<file path="src/sv/bchd_pkg.sv">
// Shared types and constants for the button click and holddown detector.
package bchd_pkg;

  localparam int unsigned TimeW  = 32;
  localparam int unsigned CfgW   = 16;
  localparam int unsigned BtnW   = 3;
  localparam int unsigned ClickW = 8;
  localparam int unsigned CfgIdxW = 2;

  localparam logic [CfgW-1:0] IgnoreReset = 16'd50;
  localparam logic [CfgW-1:0] DoubleReset = 16'd250;
  localparam logic [CfgW-1:0] HoldReset   = 16'd3000;

  typedef enum logic [CfgIdxW-1:0] {
    CFG_IGNORE = 2'd0,
    CFG_DOUBLE = 2'd1,
    CFG_HOLD   = 2'd2
  } cfg_idx_e;

  typedef struct packed {
    logic [CfgW-1:0] ignore_ms;
    logic [CfgW-1:0] double_click_ms;
    logic [CfgW-1:0] holddown_ms;
  } cfg_t;

  typedef struct packed {
    logic [BtnW-1:0]  button;
    logic             pressed;
    logic [TimeW-1:0] now_ms;
  } item_t;

  typedef struct packed {
    logic [BtnW-1:0]   button_id;
    logic              press_event;
    logic              release_event;
    logic              count_valid;
    logic [ClickW-1:0] click_count;
    logic              holddown_event;
  } res_t;

endpackage

</file>
<file path="src/sv/bchd_front.sv">
// Input stage: takes samples, drops out-of-range buttons and queues the rest.
module bchd_front import bchd_pkg::*; #(
  parameter int unsigned NUM_BUTTONS = 8
) (
  input  logic  clk_i,
  input  logic  rst_ni,
  input  logic  in_valid_i,
  output logic  in_ready_o,
  input  item_t in_item_i,
  output logic  item_valid_o,
  output item_t item_o,
  input  logic  pop_i
);

  item_t      mem_q [2];
  logic       wr_ptr_q, wr_ptr_d;
  logic       rd_ptr_q, rd_ptr_d;
  logic [1:0] cnt_q, cnt_d;
  logic       in_range;
  logic       push;
  logic       pop;

  assign in_range     = 32'(in_item_i.button) < NUM_BUTTONS;
  assign in_ready_o   = (cnt_q != 2'd2);
  assign push         = in_valid_i && in_ready_o && in_range;
  assign item_valid_o = (cnt_q != 2'd0);
  assign pop          = pop_i && item_valid_o;
  assign item_o       = mem_q[rd_ptr_q];

  always_comb begin
    wr_ptr_d = push ? ~wr_ptr_q : wr_ptr_q;
    rd_ptr_d = pop ? ~rd_ptr_q : rd_ptr_q;
    cnt_d    = cnt_q + {1'b0, push} - {1'b0, pop};
  end

  always_ff @(posedge clk_i or negedge rst_ni) begin
    if (!rst_ni) begin
      wr_ptr_q <= 1'b0;
      rd_ptr_q <= 1'b0;
      cnt_q    <= 2'd0;
    end else begin
      wr_ptr_q <= wr_ptr_d;
      rd_ptr_q <= rd_ptr_d;
      cnt_q    <= cnt_d;
    end
  end

  always_ff @(posedge clk_i) begin
    if (push) begin
      mem_q[wr_ptr_q] <= in_item_i;
    end
  end

endmodule

</file>
<file path="src/sv/bchd_back.sv">
// Event stage: per-button state update and registered result.
module bchd_back import bchd_pkg::*; #(
  parameter int unsigned NUM_BUTTONS = 8
) (
  input  logic  clk_i,
  input  logic  rst_ni,
  input  cfg_t  cfg_i,
  input  logic  item_valid_i,
  input  item_t item_i,
  output logic  pop_o,
  output logic  out_valid_o,
  input  logic  out_ready_i,
  output res_t  res_o
);

  localparam int unsigned NumSt = (NUM_BUTTONS > 8) ? 8 : NUM_BUTTONS;
  localparam int unsigned IdxW  = (NumSt > 1) ? $clog2(NumSt) : 1;

  logic [NumSt-1:0]  down_q;
  logic [NumSt-1:0]  pend_q;
  logic [NumSt-1:0]  armed_q;
  logic [TimeW-1:0]  rel_time_q   [NumSt];
  logic [TimeW-1:0]  press_time_q [NumSt];
  logic [ClickW-1:0] clicks_q     [NumSt];

  logic [IdxW-1:0]   idx;
  logic              dn, pd, am;
  logic [TimeW-1:0]  rt, pt;
  logic [ClickW-1:0] ck;
  logic [TimeW-1:0]  d_rel, d_prs;
  logic              ev_press, ev_rel, ev_cnt, ev_hold, quiet, any_ev;
  logic              dn_d, pend_d, armed_d;
  logic [TimeW-1:0]  rt_d, pt_d;
  logic [ClickW-1:0] ck_d;
  logic              out_valid_q, out_valid_d;
  res_t              res_q, res_d;

  assign idx = item_i.button[IdxW-1:0];
  assign dn  = down_q[idx];
  assign pd  = pend_q[idx];
  assign am  = armed_q[idx];
  assign rt  = rel_time_q[idx];
  assign pt  = press_time_q[idx];
  assign ck  = clicks_q[idx];

  assign pop_o = item_valid_i && (!out_valid_q || out_ready_i);

  always_comb begin
    d_rel    = item_i.now_ms - rt;
    d_prs    = item_i.now_ms - pt;
    ev_press = item_i.pressed && !dn &&
               !(pd && (d_rel < {16'd0, cfg_i.ignore_ms}));
    ev_rel   = !item_i.pressed && dn;
    quiet    = pd && !dn && !ev_press && (d_rel > {16'd0, cfg_i.double_click_ms});
    ev_cnt   = quiet && am;
    ev_hold  = item_i.pressed && dn && am && (d_prs > {16'd0, cfg_i.holddown_ms});
    any_ev   = ev_press || ev_rel || ev_cnt || ev_hold;

    dn_d    = ev_press || (dn && !ev_rel);
    pt_d    = ev_press ? item_i.now_ms : pt;
    armed_d = (ev_press || am) && !ev_hold;
    rt_d    = ev_rel ? item_i.now_ms : rt;
    pend_d  = ev_rel || (pd && !quiet);
    if (ev_rel) begin
      ck_d = (ck == 8'hFF) ? ck : ck + 8'd1;
    end else if (quiet) begin
      ck_d = '0;
    end else begin
      ck_d = ck;
    end

    res_d.button_id      = item_i.button;
    res_d.press_event    = ev_press;
    res_d.release_event  = ev_rel;
    res_d.count_valid    = ev_cnt;
    res_d.click_count    = ev_cnt ? ck : '0;
    res_d.holddown_event = ev_hold;

    if (pop_o) begin
      out_valid_d = any_ev;
    end else if (out_ready_i) begin
      out_valid_d = 1'b0;
    end else begin
      out_valid_d = out_valid_q;
    end
  end

  always_ff @(posedge clk_i or negedge rst_ni) begin
    if (!rst_ni) begin
      down_q      <= '0;
      pend_q      <= '0;
      armed_q     <= '0;
      out_valid_q <= 1'b0;
      for (int i = 0; i < NumSt; i++) begin
        rel_time_q[i]   <= '0;
        press_time_q[i] <= '0;
        clicks_q[i]     <= '0;
      end
    end else begin
      out_valid_q <= out_valid_d;
      if (pop_o) begin
        down_q[idx]       <= dn_d;
        pend_q[idx]       <= pend_d;
        armed_q[idx]      <= armed_d;
        rel_time_q[idx]   <= rt_d;
        press_time_q[idx] <= pt_d;
        clicks_q[idx]     <= ck_d;
      end
    end
  end

  always_ff @(posedge clk_i) begin
    if (pop_o && any_ev) begin
      res_q <= res_d;
    end
  end

  assign out_valid_o = out_valid_q;
  assign res_o       = res_q;

`ifndef SYNTHESIS
  a_result_has_event: assert property (@(posedge clk_i) disable iff (!rst_ni)
    out_valid_q |-> (res_q.press_event || res_q.release_event ||
                     res_q.count_valid || res_q.holddown_event))
    else $error("result without any event");
  a_count_zero: assert property (@(posedge clk_i) disable iff (!rst_ni)
    (out_valid_q && !res_q.count_valid) |-> (res_q.click_count == '0))
    else $error("click count set without a report");
  a_press_not_release: assert property (@(posedge clk_i) disable iff (!rst_ni)
    out_valid_q |-> !(res_q.press_event && res_q.release_event))
    else $error("press and release in one result");
  a_press_not_hold: assert property (@(posedge clk_i) disable iff (!rst_ni)
    out_valid_q |-> !(res_q.press_event && res_q.holddown_event))
    else $error("press and holddown in one result");
`endif

endmodule

</file>
<file path="src/sv/button_click_holddown_detector_top.sv">
// Top level of the button click and holddown detector.
// Throughput: one sample per cycle, sustained, when the result side keeps up.
// A sample is held in the queue, then updates its button state, and any result is registered behind that.
// A two-entry queue separates sample intake from the per-button state update.
// Reset clears all button state at once and loads the configuration defaults.
// No clearing pass is needed after reset.
module button_click_holddown_detector_top import bchd_pkg::*; #(
  parameter int unsigned NUM_BUTTONS = 8
) (
  input  logic               clk_i,
  input  logic               rst_ni,
  input  logic               in_valid_i,
  output logic               in_ready_o,
  input  logic [BtnW-1:0]    button_i,
  input  logic               pressed_i,
  input  logic [TimeW-1:0]   now_ms_i,
  output logic               out_valid_o,
  input  logic               out_ready_i,
  output logic [BtnW-1:0]    button_id_o,
  output logic               press_event_o,
  output logic               release_event_o,
  output logic               count_valid_o,
  output logic [ClickW-1:0]  click_count_o,
  output logic               holddown_event_o,
  input  logic               cfg_valid_i,
  output logic               cfg_ready_o,
  input  logic [CfgIdxW-1:0] cfg_index_i,
  input  logic [CfgW-1:0]    cfg_data_i
);

  cfg_t  cfg_q;
  item_t in_item;
  item_t q_item;
  logic  q_valid;
  logic  q_pop;
  res_t  res;

  assign cfg_ready_o = 1'b1;

  always_ff @(posedge clk_i or negedge rst_ni) begin
    if (!rst_ni) begin
      cfg_q.ignore_ms       <= IgnoreReset;
      cfg_q.double_click_ms <= DoubleReset;
      cfg_q.holddown_ms     <= HoldReset;
    end else if (cfg_valid_i && cfg_ready_o) begin
      case (cfg_index_i)
        CFG_IGNORE: cfg_q.ignore_ms       <= cfg_data_i;
        CFG_DOUBLE: cfg_q.double_click_ms <= cfg_data_i;
        CFG_HOLD:   cfg_q.holddown_ms     <= cfg_data_i;
        default: begin
        end
      endcase
    end
  end

  assign in_item.button  = button_i;
  assign in_item.pressed = pressed_i;
  assign in_item.now_ms  = now_ms_i;

  bchd_front #(
    .NUM_BUTTONS(NUM_BUTTONS)
  ) u_front (
    .clk_i        (clk_i),
    .rst_ni       (rst_ni),
    .in_valid_i   (in_valid_i),
    .in_ready_o   (in_ready_o),
    .in_item_i    (in_item),
    .item_valid_o (q_valid),
    .item_o       (q_item),
    .pop_i        (q_pop)
  );

  bchd_back #(
    .NUM_BUTTONS(NUM_BUTTONS)
  ) u_back (
    .clk_i        (clk_i),
    .rst_ni       (rst_ni),
    .cfg_i        (cfg_q),
    .item_valid_i (q_valid),
    .item_i       (q_item),
    .pop_o        (q_pop),
    .out_valid_o  (out_valid_o),
    .out_ready_i  (out_ready_i),
    .res_o        (res)
  );

  assign button_id_o      = res.button_id;
  assign press_event_o    = res.press_event;
  assign release_event_o  = res.release_event;
  assign count_valid_o    = res.count_valid;
  assign click_count_o    = res.click_count;
  assign holddown_event_o = res.holddown_event;

endmodule
</file>
<file path="config.mk">
export PLATFORM = sky130hd
export DESIGN_NAME = button_click_holddown_detector_top
export DESIGN_NICKNAME = d
export VERILOG_FILES = /design/src/sv/bchd_pkg.sv /design/src/sv/bchd_front.sv /design/src/sv/bchd_back.sv /design/src/sv/button_click_holddown_detector_top.sv
export SDC_FILE = /design/constraint.sdc
export NUM_CORES = 2
export LEC_CHECK = 0
export BUFFER_PORTS_ARGS = -buffer_cell sky130_fd_sc_hd__buf_2
export CAP_MARGIN = 20
export CORE_ASPECT_RATIO = 0.75
export CORE_MARGIN = 3
export CORE_UTILIZATION = 25
export CTS_CLUSTER_DIAMETER = 150
export DETAILED_ROUTE_END_ITERATION = 6
export SETUP_SLACK_MARGIN = 0.15
export SLEW_MARGIN = 20
export SYNTH_ARGS = -nofsm -noshare
export SYNTH_HDL_FRONTEND = slang
export SYNTH_HIERARCHICAL = 1
export SYNTH_SLANG_ARGS = --single-unit
</file>
<file path="constraint.sdc">
create_clock -name clk_i -period 13.03 [get_ports clk_i]
set_input_delay 1.9545 -clock clk_i [delete_from_list [all_inputs] [get_ports clk_i]]
set_output_delay 1.9545 -clock clk_i [all_outputs]
set_load 0.05 [all_outputs]
</file>
==> run summary <==
======================================================================================================
Via density per instance                                                                          5.13
Min Hold Slack                                                                                0.478 ns
Cell row count                                                                                     121
Final total negative setup slack                                                                  0 ns
Most instantiated flip-flop cell in the synthesis netlist                                 sky130_fd_sc_hd__dfrtp_1
Mean post-synth cell area                                                                     10.4 um2
Wire length of the first global-routing pass                                                181,000 um
Proportion of synthesized flip-flops having asynchronous set or reset                            88.2%
Post-synthesis net count                                                                         3,720
Synthesized area                                                                            37,000 um2
Cell area after placement                                                                   39,400 um2
Die Span Y                                                                                      339 um
Crit path capture type                                                                            flop
Final Critical Period                                                                          9.18 ns
Global Route met3 Usage                                                                          3.06%
Endpoint arrival time on the critical path                                                     9.47 ns
WL/cell                                                                                        21.7 um
Hold/Removal Path Class                                                                   flop to flop
Post-CTS resize count                                                                                0
CTS Root Cell                                                                             sky130_fd_sc_hd__clkbuf_16
Post-route cell area                                                                        41,900 um2
Commonest cells after routing, fill and taps aside                                        829 x sky130_fd_sc_hd__nand2_1, 636 x sky130_fd_sc_hd__dfrtp_1, 356 x sky130_fd_sc_hd__mux2_2
Area used by multi-input combinational logic                                                16,900 um2
Via total after detailed routing                                                                28,400
Number of enable-type register cells in the synthesized netlist                                     87
Slew Limit Fails                                                                                     0
Transition time at the pin with the least slew margin                                          1.08 ns
DRT Wirelength                                                                              120,000 um
Cell depth of the worst hold path                                                                    2
GRT met2 Usage                                                                                   22.4%
Remaining routing DRC violations                                                                     0
Most used routing layer                                                                           met1
Maximum number of pins on one net before global-route repair                                       171
Setup Crit Path Kind                                                                      flop to flop
Setup repair after global routing missed its margin                                                 no
Worst Slack Setup Final                                                                        3.85 ns
Library cells used by synthesis                                                                     86
DP HPWL                                                                                      74,700 um
Total overflow reported by the global router                                                         0
Placer congestion estimate                                                                       0.910
Number of levels the H-tree was split into                                                           3
# port buffers                                                                                      75
Clock transition at the register clock pins on the worst setup and hold paths after CTS        0.06 ns
Clock tree from TritonCTS                                                                        built
Number of nets in the finished design                                                            3,693
Number of cells produced by synthesis                                                            3,545
Inserted Clock Buffers                                                                              73
Worst-case setup slack after placement                                                         4.15 ns
Sequential-to-total area share from yosys stat                                                   51.3%
Die Footprint                                                                              153,000 um2
Most frequent standard cell in the layout excluding fill and tap cells                    sky130_fd_sc_hd__nand2_1
Kind of launch point of the worst setup path                                                      flop
TritonRoute pass-1 iters                                                                             6
Crit-path max FO                                                                                    41
IO Count                                                                                            77
Starting density of the core                                                                     25.3%
Placeable core area                                                                        146,000 um2
Count of max-cap constraint violations                                                               0
P&R area growth vs syn                                                                           13.2%
Status                                                                                       completed
Number of buffers inserted by hold repair at cts                                                     0
Clock net sink count                                                                               740
Number of setup violations in the final report                                                       0
Ratio of cells with drive above 1 in the final layout                                            19.0%
Number of synthesis warnings                                                                         6
Vias in the first global route                                                                  27,500
Worst reg-to-reg path cell count                                                                    25
Clock latency on the worst-skew pair                                                           0.66 ns
Fill cell instance count of the final layout                                                    15,100
Met1 global-route usage                                                                          22.6%
Number of buffers inserted to repair setup after CTS                                                 0
Final critical-path share of the clock period                                                    70.4%
Antenna-violating nets left                                                                          0
Max_slew headroom                                                                                28.1%
Initial drt markers                                                                              2,967
Post-route clock skew                                                                        0.0343 ns
Required arrival time at the worst endpoint                                                   13.33 ns
Highest attainable clock frequency                                                             109 MHz
Register area                                                                               19,000 um2
Die width                                                                                       450 um
Number of storage elements in the synthesis netlist                                                740
Global-route usage over all layers                                                               15.3%
Buffer levels on the longest clock path                                                              3
Final number of hold-violating endpoints                                                             0
Number of antenna violations at the first check in global routing                                   15
======================================================================================================
## cell usage after synthesis (4+ instances only)
cell / n / area (um2)
sky130_fd_sc_hd__xor2_1: 19 / 166
sky130_fd_sc_hd__a22oi_1: 294 / 2210
sky130_fd_sc_hd__or3_1: 7 / 43.8
sky130_fd_sc_hd__nand2_1: 837 / 3140
sky130_fd_sc_hd__buf_4: 4 / 30.0
sky130_fd_sc_hd__nor3b_1: 15 / 113
sky130_fd_sc_hd__buf_6: 8 / 90.1
sky130_fd_sc_hd__o21bai_1: 4 / 30.0
sky130_fd_sc_hd__nand2b_1: 14 / 87.6
sky130_fd_sc_hd__nor3_1: 13 / 65.1
sky130_fd_sc_hd__o211ai_1: 17 / 128
sky130_fd_sc_hd__xnor2_1: 27 / 236
sky130_fd_sc_hd__dfrtp_1: 637 / 15900
sky130_fd_sc_hd__a41oi_1: 5 / 43.8
sky130_fd_sc_hd__mux2i_1: 46 / 460
sky130_fd_sc_hd__o21a_1: 12 / 90.1
sky130_fd_sc_hd__a221o_1: 4 / 40.0
sky130_fd_sc_hd__ha_1: 114 / 1430
sky130_fd_sc_hd__mux2_2: 356 / 4010
sky130_fd_sc_hd__a211oi_1: 12 / 90.1
sky130_fd_sc_hd__a21oi_1: 136 / 681
sky130_fd_sc_hd__edfxtp_1: 87 / 2610
sky130_fd_sc_hd__and2_1: 9 / 56.3
sky130_fd_sc_hd__o31a_1: 4 / 35.0
sky130_fd_sc_hd__nor2b_1: 4 / 25.0
sky130_fd_sc_hd__a211o_1: 6 / 52.6
sky130_fd_sc_hd__and3_1: 16 / 100
sky130_fd_sc_hd__buf_2: 11 / 55.1
sky130_fd_sc_hd__nand3_1: 24 / 120
sky130_fd_sc_hd__clkbuf_1: 171 / 642
sky130_fd_sc_hd__a21o_1: 26 / 195
sky130_fd_sc_hd__o2111ai_1: 4 / 35.0
sky130_fd_sc_hd__a2111oi_0: 4 / 35.0
sky130_fd_sc_hd__inv_1: 99 / 372
sky130_fd_sc_hd__o31ai_1: 11 / 82.6
sky130_fd_sc_hd__mux2_4: 29 / 435
sky130_fd_sc_hd__nor2_1: 145 / 544
sky130_fd_sc_hd__dfstp_2: 16 / 420
sky130_fd_sc_hd__buf_1: 21 / 78.8
sky130_fd_sc_hd__a31oi_1: 23 / 144
sky130_fd_sc_hd__nand4_1: 37 / 231
sky130_fd_sc_hd__o21ai_0: 84 / 420
sky130_fd_sc_hd__and4_1: 62 / 543
## per-layer routing
metal	part of all wire, %	wire, um
met1	46	54800
met2	43	51600
met3	8.8	10500
met4	2.6	3150
met5	0.038	46
## final cells by class
cell class	count	area share (%)
multi-input combinational	2488	40.3
antenna	4	0.0239
clock inverter	27	0.705
sequential	740	45.3
tap	1968	5.88
clock buffer	107	5.22
inverter	101	0.905
timing repair buffer	114	1.71
## flip-flops by register name, summed over array words and instances, names as in the netlist
name / count
u_back/clicks_q: 64
u_front/rd_ptr_q: 1
u_front/mem_q: 72
u_back/press_time_q: 256
u_back/res_o: 15
u_back/rel_time_q: 256
u_front/wr_ptr_q: 1
u_back/armed_q: 8
u_back/out_valid_o: 1
u_front/cnt_q: 2
u_back/down_q: 8
u_back/pend_q: 8
cfg_q: 48
## final timing paths
| check | from | end | slack, ns |
|---|---|---|---|
| min | u_back/rel_time_q[200]$_DFFE_PN0P_ | u_back/rel_time_q[200]$_DFFE_PN0P_ | 0.48 |
| max reg2reg | u_front/rd_ptr_q$_DFFE_PN0P_ | u_back/res_o[12]$_DFFE_PP_ | 3.85 |
| max in group asynchronous | rst_ni | u_back/clicks_q[20]$_DFFE_PN0P_ | 9.21 |
| min reg2reg | u_back/rel_time_q[200]$_DFFE_PN0P_ | u_back/rel_time_q[200]$_DFFE_PN0P_ | 0.48 |
| min in group asynchronous | rst_ni | u_back/press_time_q[214]$_DFFE_PN0P_ | 1.37 |
| max | u_front/rd_ptr_q$_DFFE_PN0P_ | u_back/res_o[12]$_DFFE_PP_ | 3.85 |
## cell families (layout without fill, tap and decap cells)
group | Yosys count | after routing | synth area share (%)
AND/OR/NAND/NOR | 1208 | 1208 | 14.3
flip-flops | 740 | 740 | 51.3
AO/OA/AOI/OAI | 685 | 685 | 12.6
multiplexers | 432 | 432 | 13.3
buffers and inverters | 317 | 349 | 3.48
adder cells (fa/ha/maj) | 116 | 116 | 3.96
XOR/XNOR | 46 | 46 | 1.09
other | 1 | 5 | 0.0101
## critical path, cell delays in order, from the launching register on
cell and delay [ns]:
sky130_fd_sc_hd__dfrtp_2 0.35, sky130_fd_sc_hd__buf_4 0.66, sky130_fd_sc_hd__mux2_4 0.45, sky130_fd_sc_hd__and3b_4 0.68
sky130_fd_sc_hd__buf_4 0.50, sky130_fd_sc_hd__buf_4 0.53, sky130_fd_sc_hd__a22oi_1 0.12, sky130_fd_sc_hd__and4_1 0.27
sky130_fd_sc_hd__ha_1 0.33, sky130_fd_sc_hd__a21oi_1 0.31, sky130_fd_sc_hd__nand2_1 0.09, sky130_fd_sc_hd__o21ai_0 0.52
sky130_fd_sc_hd__nor2_1 0.08, sky130_fd_sc_hd__nor2_1 0.15, sky130_fd_sc_hd__o21ai_0 0.11, sky130_fd_sc_hd__xor2_1 0.33
sky130_fd_sc_hd__ha_1 0.32, sky130_fd_sc_hd__a21o_1 0.16, sky130_fd_sc_hd__a21o_1 0.17, sky130_fd_sc_hd__a221oi_1 0.32
sky130_fd_sc_hd__o2111ai_1 0.22, sky130_fd_sc_hd__inv_1 0.13, sky130_fd_sc_hd__a41o_2 0.19, sky130_fd_sc_hd__buf_4 0.74
sky130_fd_sc_hd__o311ai_0 0.40, sky130_fd_sc_hd__o21a_1 0.53
## metrics by stage
stage                     util, %  instances
after global routing         28.7       5547
after detailed placement     27.0       5411
after CTS                    28.7       5545
after global placement       27.0       5411
after floorplan                 -       3545
final                        28.7       5549
Power is left out: the tool's default activity adds up to more than one toggle a clock period on the data nets, which glitch-free logic cannot reach.
